**src/rtl/hctf_pkg.sv**
```systemverilog
// shared types and constants for the hard clip tone filter
`default_nettype none

package hctf_pkg;

    // default widths of the sample and coefficient datapath
    localparam int SAMPLE_BITS_DEF = 24;
    localparam int COEFF_BITS_DEF  = 16;

    // register widths
    localparam int GAIN_W     = 16;
    localparam int CLIP_LVL_W = 24;
    localparam int TRIM_W     = 16;
    localparam int LIMIT_W    = 23;

    // fraction bits dropped after gain and trim products
    localparam int GAIN_FRAC = 8;
    localparam int TRIM_FRAC = 15;

    // clipped value and filter state stay below 2^24 in magnitude
    localparam int CLIP_W = 25;

    // configuration port
    localparam int CFG_IDX_W  = 3;
    localparam int CFG_DATA_W = 24;

    // register reset values
    localparam logic [GAIN_W-1:0]     PRE_GAIN_RST     = 16'd6400;
    localparam logic [CLIP_LVL_W-1:0] CLIP_LEVEL_RST   = 24'd8388608;
    localparam int                    FILTER_COEFF_R16 = 37330;
    localparam logic [TRIM_W-1:0]     POST_SCALE_RST   = 16'd32768;
    localparam logic [LIMIT_W-1:0]    PEAK_LIMIT_RST   = 23'd8388607;

    typedef enum logic [CFG_IDX_W-1:0] {
        REG_PRE_GAIN     = 3'd0,
        REG_CLIP_LEVEL   = 3'd1,
        REG_FILTER_COEFF = 3'd2,
        REG_POST_SCALE   = 3'd3,
        REG_PEAK_LIMIT   = 3'd4
    } t_reg_idx;

    // operand pair routed to the shared multiplier
    typedef enum logic [1:0] {
        MUL_GAIN = 2'd0,
        MUL_FB   = 2'd1,
        MUL_FF   = 2'd2,
        MUL_TRIM = 2'd3
    } t_mul_sel;

    typedef struct packed {
        logic     load_x;
        logic     prod_en;
        t_mul_sel mul_sel;
        logic     clip_en;
        logic     acc_en;
        logic     mem_en;
        logic     out_en;
    } t_dp_cmd;

endpackage

`default_nettype wire

```
**src/rtl/hctf_cfg.sv**
```systemverilog
// configuration register file
`default_nettype none

module hctf_cfg #(
    parameter int COEFF_BITS = hctf_pkg::COEFF_BITS_DEF
) (
    input  wire logic                            i_clk,
    input  wire logic                            i_rst_n,
    input  wire logic                            i_cfg_valid,
    output logic                                 o_cfg_ready,
    input  wire logic [hctf_pkg::CFG_IDX_W-1:0]  i_cfg_index,
    input  wire logic [hctf_pkg::CFG_DATA_W-1:0] i_cfg_data,
    output logic [hctf_pkg::GAIN_W-1:0]          o_pre_gain,
    output logic [hctf_pkg::CLIP_LVL_W-1:0]      o_clip_level,
    output logic [COEFF_BITS-1:0]                o_filter_coeff,
    output logic [hctf_pkg::TRIM_W-1:0]          o_post_scale,
    output logic [hctf_pkg::LIMIT_W-1:0]         o_peak_limit
);
    import hctf_pkg::*;

    // reset coefficient keeps its fractional value at any coefficient width
    localparam logic [63:0] COEFF_RST64 = (COEFF_BITS >= 16) ?
        (64'(FILTER_COEFF_R16) << (COEFF_BITS - 16)) :
        (64'(FILTER_COEFF_R16) >> (16 - COEFF_BITS));
    localparam logic [COEFF_BITS-1:0] COEFF_RST = COEFF_RST64[COEFF_BITS-1:0];

    logic [GAIN_W-1:0]     r_pre_gain;
    logic [CLIP_LVL_W-1:0] r_clip_level;
    logic [COEFF_BITS-1:0] r_filter_coeff;
    logic [TRIM_W-1:0]     r_post_scale;
    logic [LIMIT_W-1:0]    r_peak_limit;

    assign o_cfg_ready = 1'b1;

    always_ff @(posedge i_clk) begin
        if (!i_rst_n) begin
            r_pre_gain     <= PRE_GAIN_RST;
            r_clip_level   <= CLIP_LEVEL_RST;
            r_filter_coeff <= COEFF_RST;
            r_post_scale   <= POST_SCALE_RST;
            r_peak_limit   <= PEAK_LIMIT_RST;
        end else if (i_cfg_valid) begin
            unique case (t_reg_idx'(i_cfg_index))
                REG_PRE_GAIN:     r_pre_gain     <= i_cfg_data[GAIN_W-1:0];
                REG_CLIP_LEVEL:   r_clip_level   <= i_cfg_data[CLIP_LVL_W-1:0];
                REG_FILTER_COEFF: r_filter_coeff <= i_cfg_data[COEFF_BITS-1:0];
                REG_POST_SCALE:   r_post_scale   <= i_cfg_data[TRIM_W-1:0];
                REG_PEAK_LIMIT:   r_peak_limit   <= i_cfg_data[LIMIT_W-1:0];
                default: ;
            endcase
        end
    end

    assign o_pre_gain     = r_pre_gain;
    assign o_clip_level   = r_clip_level;
    assign o_filter_coeff = r_filter_coeff;
    assign o_post_scale   = r_post_scale;
    assign o_peak_limit   = r_peak_limit;

endmodule

`default_nettype wire

```
**src/rtl/hctf_ctrl.sv**
```systemverilog
// sequencer for the shared multiplier datapath and output handshake
`default_nettype none

module hctf_ctrl (
    input  wire logic        i_clk,
    input  wire logic        i_rst_n,
    input  wire logic        i_in_valid,
    output logic             o_in_stall,
    output logic             o_out_valid,
    input  wire logic        i_out_stall,
    output hctf_pkg::t_dp_cmd o_cmd
);
    import hctf_pkg::*;

    typedef enum logic [2:0] {
        S_IDLE,
        S_GAIN,
        S_CLIP,
        S_FF,
        S_SUM,
        S_TRIM,
        S_OUT
    } t_state;

    t_state r_state, n_state;
    logic   r_out_valid, n_out_valid;
    logic   out_free;

    // output register can take a result this cycle
    assign out_free = !r_out_valid || !i_out_stall;

    always_comb begin
        o_cmd         = '0;
        o_cmd.mul_sel = MUL_GAIN;
        n_state       = r_state;
        n_out_valid   = r_out_valid && i_out_stall;
        unique case (r_state)
            S_IDLE: begin
                if (i_in_valid) begin
                    o_cmd.load_x = 1'b1;
                    n_state      = S_GAIN;
                end
            end
            S_GAIN: begin
                o_cmd.prod_en = 1'b1;
                o_cmd.mul_sel = MUL_GAIN;
                n_state       = S_CLIP;
            end
            S_CLIP: begin
                // clip the gain product while the feedback term is formed
                o_cmd.clip_en = 1'b1;
                o_cmd.prod_en = 1'b1;
                o_cmd.mul_sel = MUL_FB;
                n_state       = S_FF;
            end
            S_FF: begin
                o_cmd.acc_en  = 1'b1;
                o_cmd.prod_en = 1'b1;
                o_cmd.mul_sel = MUL_FF;
                n_state       = S_SUM;
            end
            S_SUM: begin
                o_cmd.mem_en = 1'b1;
                n_state      = S_TRIM;
            end
            S_TRIM: begin
                o_cmd.prod_en = 1'b1;
                o_cmd.mul_sel = MUL_TRIM;
                n_state       = S_OUT;
            end
            S_OUT: begin
                if (out_free) begin
                    o_cmd.out_en = 1'b1;
                    n_out_valid  = 1'b1;
                    n_state      = S_IDLE;
                end
            end
            default: n_state = S_IDLE;
        endcase
    end

    always_ff @(posedge i_clk) begin
        if (!i_rst_n) begin
            r_state     <= S_IDLE;
            r_out_valid <= 1'b0;
        end else begin
            r_state     <= n_state;
            r_out_valid <= n_out_valid;
        end
    end

    assign o_in_stall  = (r_state != S_IDLE);
    assign o_out_valid = r_out_valid;

endmodule

`default_nettype wire

```
**src/rtl/hctf_dp.sv**
```systemverilog
// datapath: shared multiplier, clipper, one-pole filter, trim and limiter
`default_nettype none

module hctf_dp #(
    parameter int SAMPLE_BITS = hctf_pkg::SAMPLE_BITS_DEF,
    parameter int COEFF_BITS  = hctf_pkg::COEFF_BITS_DEF
) (
    input  wire logic                              i_clk,
    input  wire hctf_pkg::t_dp_cmd                 i_cmd,
    input  wire logic signed [SAMPLE_BITS-1:0]     i_sample_in,
    input  wire logic [hctf_pkg::GAIN_W-1:0]       i_pre_gain,
    input  wire logic [hctf_pkg::CLIP_LVL_W-1:0]   i_clip_level,
    input  wire logic [COEFF_BITS-1:0]             i_filter_coeff,
    input  wire logic [hctf_pkg::TRIM_W-1:0]       i_post_scale,
    input  wire logic [hctf_pkg::LIMIT_W-1:0]      i_peak_limit,
    input  wire logic                              i_rst_n,
    output logic signed [SAMPLE_BITS-1:0]          o_sample_out
);
    import hctf_pkg::*;

    // multiplier operand widths: signed data side, unsigned coefficient side
    localparam int MA = (SAMPLE_BITS > CLIP_W) ? SAMPLE_BITS : CLIP_W;
    localparam int MB = (COEFF_BITS + 2 > GAIN_W + 1) ? COEFF_BITS + 2 : GAIN_W + 1;
    localparam int PW = MA + MB;

    localparam logic [COEFF_BITS:0] ONE_C = {1'b1, {COEFF_BITS{1'b0}}};
    localparam logic [63:0] SMAX64 = (64'd1 << (SAMPLE_BITS - 1)) - 64'd1;
    localparam logic signed [PW-1:0] SMAX = signed'(SMAX64[PW-1:0]);
    localparam logic signed [PW-1:0] SMIN = -SMAX - PW'(1);

    logic signed [SAMPLE_BITS-1:0] r_x;
    logic signed [PW-1:0]          r_prod;
    logic signed [PW-1:0]          r_acc;
    logic signed [CLIP_W-1:0]      r_clip;
    logic signed [CLIP_W-1:0]      r_mem;
    logic signed [SAMPLE_BITS-1:0] r_out;

    logic signed [MA-1:0] mul_a;
    logic signed [MB-1:0] mul_b;
    logic [COEFF_BITS:0]  coeff_b;
    logic signed [PW-1:0] driven, clip_lim, clip_v;
    logic signed [PW-1:0] sum, y;
    logic signed [PW-1:0] trimmed, out_lim, lim_v, sat_v;

    // input weight is one minus the feedback weight
    assign coeff_b = ONE_C - {1'b0, i_filter_coeff};

    always_comb begin
        unique case (i_cmd.mul_sel)
            MUL_GAIN: begin
                mul_a = MA'(r_x);
                mul_b = signed'(MB'(i_pre_gain));
            end
            MUL_FB: begin
                mul_a = MA'(r_mem);
                mul_b = signed'(MB'(i_filter_coeff));
            end
            MUL_FF: begin
                mul_a = MA'(r_clip);
                mul_b = signed'(MB'(coeff_b));
            end
            MUL_TRIM: begin
                mul_a = MA'(r_mem);
                mul_b = signed'(MB'(i_post_scale));
            end
            default: begin
                mul_a = '0;
                mul_b = '0;
            end
        endcase
    end

    // hard clip of the driven sample
    always_comb begin
        driven   = r_prod >>> GAIN_FRAC;
        clip_lim = signed'(PW'(i_clip_level));
        if (driven > clip_lim) begin
            clip_v = clip_lim;
        end else if (driven < -clip_lim) begin
            clip_v = -clip_lim;
        end else begin
            clip_v = driven;
        end
    end

    assign sum = r_prod + r_acc;
    assign y   = sum >>> COEFF_BITS;

    // trim, symmetric limit, then saturate to the sample range
    always_comb begin
        trimmed = r_prod >>> TRIM_FRAC;
        out_lim = signed'(PW'(i_peak_limit));
        if (trimmed > out_lim) begin
            lim_v = out_lim;
        end else if (trimmed < -out_lim) begin
            lim_v = -out_lim;
        end else begin
            lim_v = trimmed;
        end
        if (lim_v > SMAX) begin
            sat_v = SMAX;
        end else if (lim_v < SMIN) begin
            sat_v = SMIN;
        end else begin
            sat_v = lim_v;
        end
    end

    always_ff @(posedge i_clk) begin
        if (i_cmd.load_x) begin
            r_x <= i_sample_in;
        end
        if (i_cmd.prod_en) begin
            r_prod <= PW'(mul_a * mul_b);
        end
        if (i_cmd.acc_en) begin
            r_acc <= r_prod;
        end
        if (i_cmd.clip_en) begin
            r_clip <= clip_v[CLIP_W-1:0];
        end
        if (i_cmd.out_en) begin
            r_out <= sat_v[SAMPLE_BITS-1:0];
        end
    end

    // filter state is cleared by reset
    always_ff @(posedge i_clk) begin
        if (!i_rst_n) begin
            r_mem <= '0;
        end else if (i_cmd.mem_en) begin
            r_mem <= y[CLIP_W-1:0];
        end
    end

    assign o_sample_out = r_out;

endmodule

`default_nettype wire

```
**src/rtl/hard_clip_tone_filter_top.sv**
```systemverilog
// top level of the hard clip tone filter
// Usage: one signed sample enters on the input channel (i_in_valid,
// o_in_stall, i_sample_in) and one processed sample leaves on the output
// channel (o_out_valid, i_out_stall, o_sample_out). A transaction
// completes at a clock edge with valid high and stall low.
// The sample is multiplied by pre_gain (Q8.8), hard clipped to
// +/- clip_level, run through the one-pole low-pass with weight
// filter_coeff, scaled by post_scale (Q1.15) and clamped to
// +/- peak_limit and to the sample range.
// A sample passes the GAIN, CLIP, FF, SUM, TRIM and OUT steps to the output
// register, and a new one is taken only once the block is idle again; the
// single shared multiplier is used four times per sample. o_in_stall is high
// while a sample is being worked on. A finished result waits in the output
// register while the receiver stalls; the next sample is accepted meanwhile
// and holds in its last step until the register frees. Registers are to be
// written by the user over i_cfg_valid/o_cfg_ready (always ready) only while
// the block is idle; the block itself does not enforce it. Synchronous reset
// loads register defaults, clears filter memory and empties output register.
`default_nettype none

module hard_clip_tone_filter_top #(
    parameter int SAMPLE_BITS = hctf_pkg::SAMPLE_BITS_DEF,
    parameter int COEFF_BITS  = hctf_pkg::COEFF_BITS_DEF
) (
    input  wire logic                            i_clk,
    input  wire logic                            i_rst_n,
    input  wire logic                            i_in_valid,
    output logic                                 o_in_stall,
    input  wire logic signed [SAMPLE_BITS-1:0]   i_sample_in,
    output logic                                 o_out_valid,
    input  wire logic                            i_out_stall,
    output logic signed [SAMPLE_BITS-1:0]        o_sample_out,
    input  wire logic                            i_cfg_valid,
    output logic                                 o_cfg_ready,
    input  wire logic [hctf_pkg::CFG_IDX_W-1:0]  i_cfg_index,
    input  wire logic [hctf_pkg::CFG_DATA_W-1:0] i_cfg_data
);
    import hctf_pkg::*;

    logic [GAIN_W-1:0]     pre_gain;
    logic [CLIP_LVL_W-1:0] clip_level;
    logic [COEFF_BITS-1:0] filter_coeff;
    logic [TRIM_W-1:0]     post_scale;
    logic [LIMIT_W-1:0]    peak_limit;
    t_dp_cmd               dp_cmd;

    hctf_cfg #(
        .COEFF_BITS (COEFF_BITS)
    ) u_cfg (
        .i_clk          (i_clk),
        .i_rst_n        (i_rst_n),
        .i_cfg_valid    (i_cfg_valid),
        .o_cfg_ready    (o_cfg_ready),
        .i_cfg_index    (i_cfg_index),
        .i_cfg_data     (i_cfg_data),
        .o_pre_gain     (pre_gain),
        .o_clip_level   (clip_level),
        .o_filter_coeff (filter_coeff),
        .o_post_scale   (post_scale),
        .o_peak_limit   (peak_limit)
    );

    hctf_ctrl u_ctrl (
        .i_clk       (i_clk),
        .i_rst_n     (i_rst_n),
        .i_in_valid  (i_in_valid),
        .o_in_stall  (o_in_stall),
        .o_out_valid (o_out_valid),
        .i_out_stall (i_out_stall),
        .o_cmd       (dp_cmd)
    );

    hctf_dp #(
        .SAMPLE_BITS (SAMPLE_BITS),
        .COEFF_BITS  (COEFF_BITS)
    ) u_dp (
        .i_clk          (i_clk),
        .i_cmd          (dp_cmd),
        .i_sample_in    (i_sample_in),
        .i_pre_gain     (pre_gain),
        .i_clip_level   (clip_level),
        .i_filter_coeff (filter_coeff),
        .i_post_scale   (post_scale),
        .i_peak_limit   (peak_limit),
        .i_rst_n        (i_rst_n),
        .o_sample_out   (o_sample_out)
    );

    // an accepted sample blocks the input until its result is produced
    a_busy_after_accept: assert property (
        @(posedge i_clk) disable iff (!i_rst_n)
        (i_in_valid && !o_in_stall) |=> o_in_stall
    ) else $error("input not stalled after accepting a sample");

    // a new result appears only from the final processing step
    a_result_from_busy: assert property (
        @(posedge i_clk) disable iff (!i_rst_n)
        $rose(o_out_valid) |-> $past(o_in_stall)
    ) else $error("result valid without a sample in flight");

    // reset leaves the block idle and empty
    a_reset_idle: assert property (
        @(posedge i_clk)
        !i_rst_n |=> (!o_out_valid && !o_in_stall)
    ) else $error("block not idle after reset");

endmodule

`default_nettype wire

```
**config.mk**
```make
export PLATFORM = sky130hd
export DESIGN_NAME = hard_clip_tone_filter_top
export DESIGN_NICKNAME = d
export VERILOG_FILES = /design/src/rtl/hctf_pkg.sv /design/src/rtl/hctf_cfg.sv /design/src/rtl/hctf_ctrl.sv /design/src/rtl/hctf_dp.sv /design/src/rtl/hard_clip_tone_filter_top.sv
export SDC_FILE = /design/constraint.sdc
export NUM_CORES = 2
export LEC_CHECK = 0
export BUFFER_PORTS_ARGS = -buffer_cell sky130_fd_sc_hd__buf_2
export CORE_MARGIN = 5
export CORE_UTILIZATION = 30
export DETAILED_ROUTE_END_ITERATION = 16
export GPL_TIMING_DRIVEN = 0
export SLEW_MARGIN = 15
export SYNTH_ARGS = -nofsm -noshare
export SYNTH_HDL_FRONTEND = slang
export SYNTH_HIERARCHICAL = 1
export SYNTH_SLANG_ARGS = --single-unit
```
**constraint.sdc**
```tcl
create_clock -name i_clk -period 9.2 [get_ports i_clk]
set_input_delay 1.84 -clock i_clk [delete_from_list [all_inputs] [get_ports i_clk]]
set_output_delay 1.84 -clock i_clk [all_outputs]
set_load 0.05 [all_outputs]
```
==> impl_summary.txt <==
----------------------------------------------------
[Floorplanning]
  Starting density of the core ... 30.25%
  Placement row count ... 121
  Placeable core region ... 109000 µm²
  Die X-Extent ... 341.5 µm
  Die outline height ... 341.5 µm
  Overall die area ... 116600 µm²
  Number of I/O pins ... 83

[Power]
  Reported leakage power ... 16.88 nW
  Switching power as a share of total power ... 50.75%
  Total power density per cell area ... 399.9 nW/µm²
  Pwr Total ... 14.80 mW
  Relative contribution of combinational cells to total power ... 74.2%
  Largest voltage drop on the vdd net ... 0.0004006 V
  Sw Pwr ... 7.510 mW
  Internal ... 7.287 mW
  Fraction of power consumed by the clock network ... 10.2%
  Proportion of power drawn by flip-flops and latches ... 15.6%

[GRT]
  Total congestion overflow after global routing ... 0
  Met3 track utilization from global routing ... 3.198%
  Maximum number of pins on one net before global-route repair ... 26
  GR met2 Demand/Resource ... 27.95%
  Vias in the first global route ... 26090
  GRT Max-Usage Layer ... met2
  Met1 track utilization from global routing ... 25.06%
  Initial antenna violation count ... 1
  GRT Util Overall ... 17.79%
  Wire length of the first global-routing pass ... 160200 µm

[Clock tree]
  Clock-pin slew reported for the worst setup and hold paths after clock tree synthesis ... 70 ps
  Count of clock tree sinks ... 281
  TritonCTS clock tree ... yes
  Number of buffers created by CTS ... 35
  Clock latency on the worst-skew pair ... 580 ps
  Root Buffer Master ... sky130_fd_sc_hd__clkbuf_16
  Total number of H-tree levels ... 2
  Longest Clk Path Bufs ... 3

[Worst setup path]
  CP startpoint kind ... register
  Endpoint arrival time on the critical path ... 9290 ps
  Crit path kind ... reg2reg
  Maximum single-stage delay on the critical path ... 660 ps
  Highest fanout seen on the critical path ... 7
  Most prevalent standard cell on the critical path ... sky130_fd_sc_hd__fa_1
  Standard cell with the maximum stage delay on the critical path ... sky130_fd_sc_hd__mux4_2
  Crit path capture type ... register
  WP data required ... 9510 ps

[STA]
  Pins Over Slew Limit ... 0
  Setup skew after layout ... 34.33 ps
  Number of setup violations in the final report ... 0
  Final critical delay including setup and external delays ... 8971 ps
  Period utilisation layout ... 97.51%
  Fin. Hold Viols ... 0
  Transition at the pin with the smallest max-transition slack ... 1066 ps
  Remaining max-slew budget at the tightest pin ... 28.04%
  Maximum clock frequency ... 0.1115 GHz
  Worst path setup slack after routing ... 229.3 ps

[Routing]
  Antenna-violating nets left ... 0
  Via Count ... 25740
  1st-iter DRT viols ... 2334
  Remaining DRCs ... 0
  Total Wirelength ... 104500 µm
  Vias per cell ... 5.041
  Detailed Routing Iterations Pass 1 ... 5
  Wire per inst ... 20.48 µm

[Synthesis]
  Net count after synthesis ... 4273
  Netlist area before placement ... 32970 µm²
  Unique masters post-synth ... 86
  Number of synthesized flops with an enable pin ... 157
  Prevailing post-synth register cell ... sky130_fd_sc_hd__edfxtp_1
  Synth warnings ... 6
  Number of synthesized register bits ... 281
  Portion of the post-synthesis area used by sequential elements ... 21.83%
  Number of instances in the synthesized netlist ... 3524
  Syn avg cell area ... 9.357 µm²
  Fraction of registers with async set or reset after synthesis ... 0%

[Place]
  Placed Cells ... 5025
  Count of input and output buffers ... 81
  Post-Place Worst Slack ... -1979 ps
  Final weighted congestion of routability-driven global placement ... 0.9408
  DP Wirelength ... 85480 µm

[Finish]
  Non-Filler Instances ... 5105
  Fraction of final layout cells with drive strength greater than 1 ... 9.051%
  Nets ... 4412
  Synthesis-to-layout area growth ... 12.21%

[Run]
  MaxCap Viol Count ... 0

[Status]
  Status ... finished clean

[Worst hold path]
  Classification of the worst-slack hold path ... reg2reg

----------------------------------------------------
## power by group through the flow
| stage | clock network [mW] | logic [mW] | registers (mW) |
|---|---|---|---|
| 3_3_place_gp | 0 | 10.1 | 2.34 |
| 5_1_grt | 1.59 | 12.3 | 2.32 |
| 2_1_floorplan | 0 | 7.58 | 2.12 |
| 3_5_place_dp | 0 | 10.3 | 2.32 |
| 6_report | 1.50 | 11.0 | 2.31 |
| 4_1_cts | 1.54 | 10.5 | 2.30 |
## layout make-up
class | count | area [µm²]
diodes | 1 | 2.502
plain buffers | 150 | 750.7
clock buffers | 48 | 1081
clock inverters | 16 | 185.2
fillers | 11310 | 72010
inverters | 578 | 2173
multi-input cells | 2514 | 23150
flip-flops and latches | 281 | 7199
well taps | 1414 | 1769
repair buffers | 103 | 685.7
## synthesized netlist by cell type, drive strengths merged, types with 9 or more instances
library cell | number | area [µm²]
xnor2 | 90 | 803.3
edfxtp | 157 | 4715
nand2 | 419 | 1573
nand3b | 9 | 67.56
o211ai | 10 | 75.07
nor4 | 17 | 121.4
o31ai | 10 | 75.07
fa | 416 | 8328
a211oi | 21 | 157.7
nand2b | 36 | 225.2
ha | 277 | 3466
a221oi | 16 | 146.4
nor3 | 31 | 165.2
a31oi | 13 | 81.33
and2 | 44 | 275.3
mux2i | 162 | 1622
o21bai | 10 | 75.07
a21oi | 116 | 584.3
buf | 39 | 250.2
o41ai | 10 | 87.58
xor2 | 25 | 219.0
or3 | 11 | 93.84
nand4 | 46 | 294.0
nor3b | 16 | 120.1
nand3 | 35 | 185.2
mux4 | 11 | 247.7
nor2b | 114 | 713.2
o21ai | 81 | 416.7
clkbuf | 112 | 420.4
dfxtp | 124 | 2482
a21o | 71 | 533.0
and3 | 20 | 125.1
nor2 | 252 | 970.9
o21a | 33 | 247.7
inv | 578 | 2170
mux2 | 14 | 157.7
## routing by layer
metal	vias up	wire length (µm)	part of all wire [%]
met2	928	46010	44
li1	11820	-	-
met4	0	3551	3.4
met5	-	0	0
met3	158	8137	7.8
met1	12830	46850	45
## critical path, delay by kind of cell, from the launching register on
kind            cells  cell delay (ps)
compound gates      6             1160
xor+xnor            2              190
fa+ha+maj           7             3560
buf+inv             4              460
flops               1              370
mux                 1              660
simple gates        8             2280
## state kept, by name, summed over array words and instances, names as in the netlist, 3 cells and up
signal,cells
u_cfg/o_post_scale,16
u_cfg/o_filter_coeff,16
u_dp/o_sample_out,24
u_dp/r_x,24
u_cfg/o_clip_level,24
u_dp/r_mem,25
u_dp/r_prod,43
u_dp/r_clip,25
u_cfg/o_pre_gain,16
u_dp/r_acc,41
u_cfg/o_peak_limit,23
u_ctrl/r_state,3
## stage by stage
| step | cell area (µm²) | util (%) | setup TNS (ps) | hold WS, ps |
|---|---|---|---|---|
| finish | 37000 | 33.94 | 0 | 453.8 |
| CTS | 36700 | 33.66 | -57.01 | 451.2 |
| global route | 37000 | 33.94 | -1.977 | 457.8 |
| floorplan | 32970 | - | 0 | 424.9 |
| detailed placement | 35320 | 32.40 | -26730 | 448.5 |
| global placement | 35150 | 32.25 | -26940 | 434.0 |
## cells in the final DEF (no fill, tap or decap), drive strengths merged, types with 11 or more instances in the layout
| master | n |
|---|---|
| edfxtp | 157 |
| or3 | 11 |
| nand3 | 35 |
| mux2 | 14 |
| nand2 | 419 |
| inv | 579 |
| clkbuf | 159 |
| fa | 416 |
| clkinv | 11 |
| nor3b | 16 |
| a21oi | 116 |
| xor2 | 25 |
| and2 | 44 |
| a21o | 71 |
| nor2 | 252 |
| a221oi | 16 |
| o21a | 33 |
| nand4 | 46 |
| xnor2 | 90 |
| nand2b | 36 |
| buf | 142 |
| a211oi | 21 |
| dfxtp | 124 |
| ha | 277 |
| and3 | 20 |
| a31oi | 13 |
| nor2b | 114 |
| mux4 | 11 |
| o21ai | 81 |
| nor3 | 31 |
| mux2i | 162 |
| nor4 | 17 |
## cell families after synthesis
logic type / count (synthesis) / synth area share, %
adder cells (fa/ha/maj): 693 / 35.77
AND/OR/NAND/NOR: 1082 / 15.79
XOR/XNOR: 115 / 3.100
flip-flops: 281 / 21.83
multiplexers: 187 / 6.147
buffers and inverters: 729 / 8.613
AO/OA/AOI/OAI: 436 / 8.750
other: 1 / 0.01137
## what timing repair did
action,in CTS,in global routing
buffers inserted,0,15
pin swaps,0,7
hold endpoints to repair,0,0
gates resized for setup,60,83
cloned,0,1
hold buffers,0,0
endpoints found under the setup margin,26,11
## path summary, 6_finish.rpt
kind | start | to | slack, ps | depth (start not counted)
max reg2reg | u_cfg/o_filter_coeff[3] | u_dp/r_prod[42] | 230 | 28
max | u_cfg/o_filter_coeff[3] | u_dp/r_prod[42] | 230 | 28
min | u_dp/r_prod[0] | u_dp/r_acc[0] | 450 | 0
min reg2reg | u_dp/r_prod[0] | u_dp/r_acc[0] | 450 | 0
Note: power is estimated with default switching activity, not from simulation.
